`src/sv/pcfd_pkg.sv`:
```
// Shared types, constants and register indexes for the phase current fault detector.
// Used by every module of the block; depends on nothing.
package pcfd_pkg;

    localparam int METERS_DEFAULT = 4;

    localparam int METER_W    = 2;
    localparam int CUR_W      = 16;
    localparam int RATIO_W    = 8;
    localparam int TIME_W     = 32;
    localparam int CFG_IDX_W  = 3;
    localparam int CFG_DATA_W = 32;

    localparam logic [CFG_IDX_W-1:0] REG_AVG_HIGH    = 3'd0;
    localparam logic [CFG_IDX_W-1:0] REG_AVG_LOW     = 3'd1;
    localparam logic [CFG_IDX_W-1:0] REG_UPPER_RATIO = 3'd2;
    localparam logic [CFG_IDX_W-1:0] REG_LOWER_RATIO = 3'd3;
    localparam logic [CFG_IDX_W-1:0] REG_HOLD        = 3'd4;

    localparam logic [CUR_W-1:0]   AVG_HIGH_RESET    = 16'd700;
    localparam logic [CUR_W-1:0]   AVG_LOW_RESET     = 16'd360;
    localparam logic [RATIO_W-1:0] UPPER_RATIO_RESET = 8'd12;
    localparam logic [RATIO_W-1:0] LOWER_RATIO_RESET = 8'd8;
    localparam logic [TIME_W-1:0]  HOLD_RESET        = 32'd3000;

    typedef struct packed {
        logic [CUR_W-1:0]   avg_high_limit;
        logic [CUR_W-1:0]   avg_low_limit;
        logic [RATIO_W-1:0] upper_ratio_tenths;
        logic [RATIO_W-1:0] lower_ratio_tenths;
        logic [TIME_W-1:0]  hold_ms;
    } cfg_t;

    typedef struct packed {
        logic [METER_W-1:0] meter;
        logic               abnormal;
        logic [TIME_W-1:0]  now;
    } screen_t;

endpackage

```
`src/sv/pcfd_screen.sv`:
```
// Input register and current screening stage of the phase current fault detector.
// Decides whether a reading is abnormal; depends on pcfd_pkg.
module pcfd_screen (
    input  logic                                clk,
    input  logic                                rst_n,
    input  pcfd_pkg::cfg_t                      cfg,
    input  logic                                in_valid,
    output logic                                in_ready,
    input  logic [pcfd_pkg::METER_W-1:0]        meter_index,
    input  logic [pcfd_pkg::CUR_W-1:0]          phase_a_current,
    input  logic [pcfd_pkg::CUR_W-1:0]          phase_b_current,
    input  logic [pcfd_pkg::CUR_W-1:0]          phase_c_current,
    input  logic [pcfd_pkg::CUR_W-1:0]          average_current,
    input  logic [pcfd_pkg::TIME_W-1:0]         now_ms,
    output logic                                dn_valid,
    input  logic                                dn_ready,
    output pcfd_pkg::screen_t                   dn_data
);

    logic                              s1_valid_reg;
    logic [pcfd_pkg::METER_W-1:0]      meter_reg;
    logic [pcfd_pkg::CUR_W-1:0]        a_reg;
    logic [pcfd_pkg::CUR_W-1:0]        b_reg;
    logic [pcfd_pkg::CUR_W-1:0]        c_reg;
    logic [pcfd_pkg::CUR_W-1:0]        avg_reg;
    logic [pcfd_pkg::TIME_W-1:0]       now_reg;
    logic                              s2_valid_reg;
    pcfd_pkg::screen_t                 s2_data_reg;
    pcfd_pkg::screen_t                 s2_data_next;

    logic                              s1_ready;
    logic                              s2_ready;
    logic [pcfd_pkg::CUR_W-1:0]        hi;
    logic [pcfd_pkg::CUR_W-1:0]        lo;
    logic [23:0]                       prod_up;
    logic [23:0]                       prod_lo;
    logic [19:0]                       hi_x10;
    logic [20:0]                       lo_x10_p10;
    logic                              abnormal;

    assign s2_ready = !s2_valid_reg || dn_ready;
    assign s1_ready = !s1_valid_reg || s2_ready;
    assign in_ready = s1_ready;

    always_comb
    begin
        hi = a_reg;
        lo = a_reg;
        if (b_reg > hi)
        begin
            hi = b_reg;
        end
        if (c_reg > hi)
        begin
            hi = c_reg;
        end
        if (b_reg < lo)
        begin
            lo = b_reg;
        end
        if (c_reg < lo)
        begin
            lo = c_reg;
        end
    end

    // A phase exceeds floor(p/10) exactly when ten times the phase exceeds p, and a phase
    // is below floor(p/10) exactly when ten times the phase plus ten is at most p.
    assign prod_up    = {8'd0, avg_reg} * {16'd0, cfg.upper_ratio_tenths};
    assign prod_lo    = {8'd0, avg_reg} * {16'd0, cfg.lower_ratio_tenths};
    assign hi_x10     = (20'(hi) << 3) + (20'(hi) << 1);
    assign lo_x10_p10 = (21'(lo) << 3) + (21'(lo) << 1) + 21'd10;

    assign abnormal = (avg_reg > cfg.avg_high_limit)
                   || ((avg_reg != '0) && (avg_reg < cfg.avg_low_limit))
                   || ({4'd0, hi_x10} > prod_up)
                   || ((lo != '0) && ({3'd0, lo_x10_p10} <= prod_lo));

    always_comb
    begin
        s2_data_next.meter    = meter_reg;
        s2_data_next.abnormal = abnormal;
        s2_data_next.now      = now_reg;
    end

    always_ff @(posedge clk or negedge rst_n)
    begin
        if (!rst_n)
        begin
            s1_valid_reg <= 1'b0;
            s2_valid_reg <= 1'b0;
        end
        else
        begin
            if (s1_ready)
            begin
                s1_valid_reg <= in_valid;
            end
            if (s2_ready)
            begin
                s2_valid_reg <= s1_valid_reg;
            end
        end
    end

    always_ff @(posedge clk)
    begin
        if (in_valid && s1_ready)
        begin
            meter_reg <= meter_index;
            a_reg     <= phase_a_current;
            b_reg     <= phase_b_current;
            c_reg     <= phase_c_current;
            avg_reg   <= average_current;
            now_reg   <= now_ms;
        end
        if (s1_valid_reg && s2_ready)
        begin
            s2_data_reg <= s2_data_next;
        end
    end

    assign dn_valid = s2_valid_reg;
    assign dn_data  = s2_data_reg;

endmodule

```
`src/sv/pcfd_tracker.sv`:
```
// Per-meter hold timer and result register of the phase current fault detector.
// Keeps the arm flags and start times; depends on pcfd_pkg.
module pcfd_tracker #(
    parameter int METERS = pcfd_pkg::METERS_DEFAULT
) (
    input  logic                        clk,
    input  logic                        rst_n,
    input  logic [pcfd_pkg::TIME_W-1:0] hold_ms,
    input  logic                        up_valid,
    output logic                        up_ready,
    input  pcfd_pkg::screen_t           up_data,
    output logic                        out_valid,
    input  logic                        out_ready,
    output logic                        fault
);

    localparam int MIDX_W = (METERS > 1) ? $clog2(METERS) : 1;

    logic                        armed_reg [METERS];
    logic [pcfd_pkg::TIME_W-1:0] start_reg [METERS];
    logic                        out_valid_reg;
    logic                        fault_reg;
    logic                        fault_next;

    logic                        advance;
    logic                        in_range;
    logic [MIDX_W-1:0]           idx;
    logic                        armed_cur;
    logic [pcfd_pkg::TIME_W-1:0] start_cur;
    logic [pcfd_pkg::TIME_W-1:0] elapsed;
    logic                        over_hold;

    assign up_ready = !out_valid_reg || out_ready;
    assign advance  = up_valid && up_ready;
    assign in_range = (32'(up_data.meter) < 32'(METERS));
    assign idx      = MIDX_W'(up_data.meter);

    // An armed meter starts its episode with this reading, so its elapsed time is zero.
    assign armed_cur  = in_range ? armed_reg[idx] : 1'b0;
    assign start_cur  = armed_cur ? up_data.now : (in_range ? start_reg[idx] : up_data.now);
    assign elapsed    = up_data.now - start_cur;
    assign over_hold  = elapsed > hold_ms;
    assign fault_next = in_range && up_data.abnormal && over_hold;

    always_ff @(posedge clk or negedge rst_n)
    begin
        if (!rst_n)
        begin
            out_valid_reg <= 1'b0;
            for (int i = 0; i < METERS; i++)
            begin
                armed_reg[i] <= 1'b1;
                start_reg[i] <= '0;
            end
        end
        else
        begin
            if (up_ready)
            begin
                out_valid_reg <= up_valid;
            end
            if (advance && in_range)
            begin
                if (up_data.abnormal)
                begin
                    start_reg[idx] <= start_cur;
                    if (!over_hold)
                    begin
                        armed_reg[idx] <= 1'b0;
                    end
                end
                else
                begin
                    armed_reg[idx] <= 1'b1;
                end
            end
        end
    end

    always_ff @(posedge clk)
    begin
        if (advance)
        begin
            fault_reg <= fault_next;
        end
    end

    assign out_valid = out_valid_reg;
    assign fault     = fault_reg;

endmodule

```
`src/sv/phase_current_fault_detector.sv`:
```
// Top level of the phase current fault detector: configuration registers and the two stages.
// Depends on pcfd_pkg, pcfd_screen and pcfd_tracker.
//
// Each accepted item is one meter reading and yields one fault item via the input, screening and
// output registers. While the output is taken, a new reading can be accepted in every cycle; the
// throughput is one item per clock, set by the per-meter state update in the last stage.
// Configuration writes are taken in any cycle and must only be made while the block is idle.
module phase_current_fault_detector #(
    parameter int METERS = pcfd_pkg::METERS_DEFAULT
) (
    input  logic                               clk,
    input  logic                               rst_n,
    input  logic                               cfg_valid,
    output logic                               cfg_ready,
    input  logic [pcfd_pkg::CFG_IDX_W-1:0]     cfg_index,
    input  logic [pcfd_pkg::CFG_DATA_W-1:0]    cfg_data,
    input  logic                               in_valid,
    output logic                               in_ready,
    input  logic [pcfd_pkg::METER_W-1:0]       meter_index,
    input  logic [pcfd_pkg::CUR_W-1:0]         phase_a_current,
    input  logic [pcfd_pkg::CUR_W-1:0]         phase_b_current,
    input  logic [pcfd_pkg::CUR_W-1:0]         phase_c_current,
    input  logic [pcfd_pkg::CUR_W-1:0]         average_current,
    input  logic [pcfd_pkg::TIME_W-1:0]        now_ms,
    output logic                               out_valid,
    input  logic                               out_ready,
    output logic                               fault
);

    pcfd_pkg::cfg_t    cfg_reg;
    logic              mid_valid;
    logic              mid_ready;
    pcfd_pkg::screen_t mid_data;

    assign cfg_ready = 1'b1;

    always_ff @(posedge clk or negedge rst_n)
    begin
        if (!rst_n)
        begin
            cfg_reg.avg_high_limit     <= pcfd_pkg::AVG_HIGH_RESET;
            cfg_reg.avg_low_limit      <= pcfd_pkg::AVG_LOW_RESET;
            cfg_reg.upper_ratio_tenths <= pcfd_pkg::UPPER_RATIO_RESET;
            cfg_reg.lower_ratio_tenths <= pcfd_pkg::LOWER_RATIO_RESET;
            cfg_reg.hold_ms            <= pcfd_pkg::HOLD_RESET;
        end
        else if (cfg_valid && cfg_ready)
        begin
            unique case (cfg_index)
                pcfd_pkg::REG_AVG_HIGH:
                begin
                    cfg_reg.avg_high_limit <= cfg_data[pcfd_pkg::CUR_W-1:0];
                end
                pcfd_pkg::REG_AVG_LOW:
                begin
                    cfg_reg.avg_low_limit <= cfg_data[pcfd_pkg::CUR_W-1:0];
                end
                pcfd_pkg::REG_UPPER_RATIO:
                begin
                    cfg_reg.upper_ratio_tenths <= cfg_data[pcfd_pkg::RATIO_W-1:0];
                end
                pcfd_pkg::REG_LOWER_RATIO:
                begin
                    cfg_reg.lower_ratio_tenths <= cfg_data[pcfd_pkg::RATIO_W-1:0];
                end
                pcfd_pkg::REG_HOLD:
                begin
                    cfg_reg.hold_ms <= cfg_data[pcfd_pkg::TIME_W-1:0];
                end
                default:
                begin
                end
            endcase
        end
    end

    pcfd_screen u_screen (
        .clk             (clk),
        .rst_n           (rst_n),
        .cfg             (cfg_reg),
        .in_valid        (in_valid),
        .in_ready        (in_ready),
        .meter_index     (meter_index),
        .phase_a_current (phase_a_current),
        .phase_b_current (phase_b_current),
        .phase_c_current (phase_c_current),
        .average_current (average_current),
        .now_ms          (now_ms),
        .dn_valid        (mid_valid),
        .dn_ready        (mid_ready),
        .dn_data         (mid_data)
    );

    pcfd_tracker #(
        .METERS (METERS)
    ) u_tracker (
        .clk       (clk),
        .rst_n     (rst_n),
        .hold_ms   (cfg_reg.hold_ms),
        .up_valid  (mid_valid),
        .up_ready  (mid_ready),
        .up_data   (mid_data),
        .out_valid (out_valid),
        .out_ready (out_ready),
        .fault     (fault)
    );

    // An empty output register always lets the whole pipeline move.
    a_ready_when_empty: assert property (@(posedge clk) disable iff (!rst_n)
        !out_valid |-> in_ready)
        else $error("input stalled while the output register is empty");

    // Elapsed time can never exceed the largest hold time.
    a_no_fault_at_max_hold: assert property (@(posedge clk) disable iff (!rst_n)
        (out_valid && (cfg_reg.hold_ms == '1)) |-> !fault)
        else $error("fault reported with the largest hold time");

    // A result only appears after an item has left the screening stage.
    a_result_has_source: assert property (@(posedge clk) disable iff (!rst_n)
        $rose(out_valid) |-> $past(mid_valid))
        else $error("result item without a screened item");

endmodule

```
`config.mk`:
```
export PLATFORM = sky130hd
export DESIGN_NAME = phase_current_fault_detector
export DESIGN_NICKNAME = d
export VERILOG_FILES = /design/src/sv/pcfd_pkg.sv /design/src/sv/pcfd_screen.sv /design/src/sv/pcfd_tracker.sv /design/src/sv/phase_current_fault_detector.sv
export SDC_FILE = /design/constraint.sdc
export NUM_CORES = 1
export LEC_CHECK = 0
export BUFFER_PORTS_ARGS = -buffer_cell sky130_fd_sc_hd__buf_4
export CAP_MARGIN = 5
export CORE_UTILIZATION = 63
export DETAILED_ROUTE_END_ITERATION = 10
export PLACE_DENSITY = 0.81
export SYNTH_ARGS = -nofsm -noshare
export SYNTH_HDL_FRONTEND = slang
export SYNTH_HIERARCHICAL = 1
export SYNTH_SLANG_ARGS = --single-unit
```
`constraint.sdc`:
```
create_clock -name clk -period 11.64 [get_ports clk]
set_input_delay 2.328 -clock clk [delete_from_list [all_inputs] [get_ports clk]]
set_output_delay 2.328 -clock clk [all_outputs]
set_load 0.05 [all_outputs]
```
==> flow_summary.json <==
{
  "status": "completed",
  "setup_slack_ps": 1928,
  "die_w_um": 214.2,
  "antenna_found_initial": 0,
  "area_delta_synth_final_pct": 9.798,
  "path_max_fanout": 36,
  "period_share_pct": 83.43,
  "min_path_type": "register to register",
  "drive_gt1_share_pct": 13.48,
  "worstReg2RegStart": "u_screen/b_reg[15]$_DFFE_PP_",
  "fin_crit_ps": 9712,
  "setup-tns-final_ps": 0,
  "finalSetupViolCount": 0,
  "ir_drop_mv": 0.2691,
  "cts.sinks": 349,
  "rr_endpoint": "u_screen/dn_data[32]$_DFFE_PP_",
  "rsz0062_at_grt": "false",
  "cp-end-kind": "register",
  "synth-edff-count": 134,
  "slew_headroom_pct": 21.78,
  "avgSynthCellArea_um2": 10.16,
  "cp.required_ps": 11940,
  "drc": 0,
  "critPathLaunchType": "register",
  "fill_cells": 3248,
  "ios": 142,
  "clk_pin_slew_worst_paths_ps": 60,
  "placed_cells": 3444,
  "cp_slowest_cell": "nor4_1",
  "ctsResizeCount": 0,
  "clk_latency_ps": 580,
  "grt_overflow": 0,
  "cts_tree": "done",
  "fin_skew_ps": 31.65,
  "tightest_slew_ps": 1172,
  "grt_max_degree": 88,
  "regArea_mm2": 0.009434,
  "async_reset_ff_share_pct": 61.60,
  "worstPathArrival_ps": 10020,
  "multiInputGateArea_mm2": 0.01740,
  "drtAntennaViolNets": 0,
  "numCtsBuffers": 38,
  "holdBufCountCts": 0,
  "holdPathEnd": "u_screen/dn_data[34]$_DFFE_PP_",
  "syn_inst": 2793,
  "p_leak_uw": 0.01453,
  "yosysUniqueCellTypes": 85,
  "synth_seq_area_share_pct": 33.26,
  "cts_setup_buffers": 0,
  "drt-initial-drc-count": 1782,
  "timing.hold.ws_ps": 417.4,
  "num_vias": 21280,
  "synth_area_mm2": 0.02836,
  "largest_reg_flops": 128,
  "io_buffer_count": 140,
  "grt_pass1_vias": 22560,
  "drv_slew": 0,
  "critPathKind": "register to register",
  "place_hpwl_um": 51210,
  "wl_um": 70030,
  "grtUsageTotal_pct": 31.36,
  "synthFlopType": "dfrtp_1",
  "die_area_mm2": 0.04587,
  "final_cell_mix": "nand2_1 (311), ha_1 (308), inv_1 (299)",
  "die_h_um": 214.2,
  "worstRegToRegCells": 37,
  "core_mm2": 0.04432,
  "clock-root-buffer": "clkbuf_16",
  "rrSetupSlack_ps": 1930,
  "maxCapViolCount": 0,
  "worstHoldStart": "u_screen/meter_reg[1]$_DFFE_PP_",
  "pre_cts_slack_ps": 2010,
  "synth_seq_cells": 349,
  "max_clock_freq_ghz": 0.1030,
  "place_congestion": 0.9244,
  "crit_path_max_incr_delay_ps": 590,
  "yosys_warnings": 6,
  "hold_depth": 0,
  "wl_per_cell_um": 19.93,
  "start_util_pct": 64.00,
  "dr.pass1.iters": 5,
  "cellPowerDensity_mw_per_mm2": 321.1,
  "syn_nets": 3408,
  "grt_pass1_wl_um": 115400,
  "num_rows": 77,
  "final_cells": 3514,
  "finalHoldViolations": 0,
  "cts_buffer_depth": 3,
  "layout.nets": 3507,
  "n_antenna_cell": 0,
  "via_per_inst": 6.055,
  "path_common_cell": "a21oi_1",
  "h-tree-depth": 2,
  "layout_commonest_cell": "nand2_1"
}
==> cells in the mapped netlist, types with 9 or more instances <==
cell	count	area, um2
o21bai_1	14	105.1
mux2_2	82	923.4
dfrtp_1	191	4780
and3_1	9	56.30
inv_1	299	1122
and2_1	130	813.3
a21oi_1	153	765.7
nand2b_1	28	175.2
nand4_1	38	237.7
mux2i_1	52	520.5
ha_1	308	3854
a21o_1	75	563.0
nor2b_1	23	143.9
mux4_2	33	743.2
nor2_1	107	401.6
edfxtp_1	134	4024
xor2_1	36	315.3
nor4_1	15	93.84
o21ai_0	190	950.9
nand3_1	19	95.09
buf_1	11	41.29
or3_1	12	75.07
o211ai_1	10	75.07
buf_2	13	65.06
fa_1	169	3383
clkbuf_1	69	259.0
a31oi_1	15	93.84
nor3_1	29	145.1
o21a_1	24	180.2
nand2_1	311	1167
xnor2_1	52	455.4
dfstp_2	24	630.6
==> stage by stage <==
step                      instance area [um2]  total power [uW]  utilization (%)
after detailed placement                29910              8690            67.48
after global routing                    31140             11010            70.27
final                                   31140             10000            70.27
after floorplan                         28360              6913                -
after global placement                  29910              8261            67.48
after CTS                               31140              9960            70.27
==> critical path: cells and delay by family, from the launching register on <==
| kind | cells | cell delay [ps] |
|---|---|---|
| AOI/OAI and AO/OA | 26 | 5890 |
| adders and majority gates | 5 | 1480 |
| and+or+nand+nor | 4 | 1380 |
| DFF | 1 | 420 |
| xor gates and xnor gates | 1 | 140 |
| buffers and inverters | 1 | 90 |
==> kinds of logic (layout without fill, tap and decap cells) <==
family / after synthesis / in the layout / synth area share [%]
multiplexers: 170 / 170 / 7.830
adder cells (fa/ha/maj): 478 / 478 / 25.55
buffers and inverters: 401 / 530 / 5.523
flip-flops: 349 / 349 / 33.26
AO/OA/AOI/OAI: 551 / 551 / 12.06
other: 1 / 1 / 0.01322
AND/OR/NAND/NOR: 755 / 755 / 13.04
XOR/XNOR: 88 / 88 / 2.717
==> how the worst max path moves through the flow <==
stage	start	endpoint	slack, ps
3_5_place_dp	u_screen/b_reg[15]$_DFFE_PP_	u_screen/dn_data[32]$_DFFE_PP_	2010
5_1_grt	u_screen/b_reg[15]$_DFFE_PP_	u_screen/dn_data[32]$_DFFE_PP_	1190
4_1_cts	u_screen/b_reg[15]$_DFFE_PP_	u_screen/dn_data[32]$_DFFE_PP_	1910
6_report	u_screen/b_reg[15]$_DFFE_PP_	u_screen/dn_data[32]$_DFFE_PP_	1930
2_1_floorplan	u_screen/b_reg[13]$_DFFE_PP_	u_screen/dn_data[32]$_DFFE_PP_	3460
3_3_place_gp	u_screen/b_reg[15]$_DFFE_PP_	u_screen/dn_data[32]$_DFFE_PP_	2350
==> report_power, final <==
| part | total, uW | leakage (uW) | internal, uW | switching [uW] |
|---|---|---|---|---|
| clock network | 1190 | 0.000605 | 677 | 509 |
| registers | 1810 | 0.00402 | 1570 | 240 |
| logic | 7000 | 0.00991 | 3070 | 3930 |
| total | 10000 | 0.0145 | 5320 | 4680 |
==> final cells by class <==
cell class              count  share of cell area (%)
multi-input cells        2043                   55.88
well taps                 592                   2.378
clock buffers              57                   3.608
flip-flops and latches    349                   30.29
clock inverters            13                  0.3616
inverters                 301                   3.628
repair buffers            159                   3.853
==> metal layers <==
layer | track usage [%] | up-vias | part of all wire [%]
met5 | 0 | - | 0
met4 | 10.79 | 0 | 2.9
met3 | 4.582 | 168 | 6.5
met2 | 52.85 | 792 | 49
met1 | 41.60 | 10480 | 42
li1 | - | 9841 | -
No activity file was read; power rests on OpenSTA's default activity.
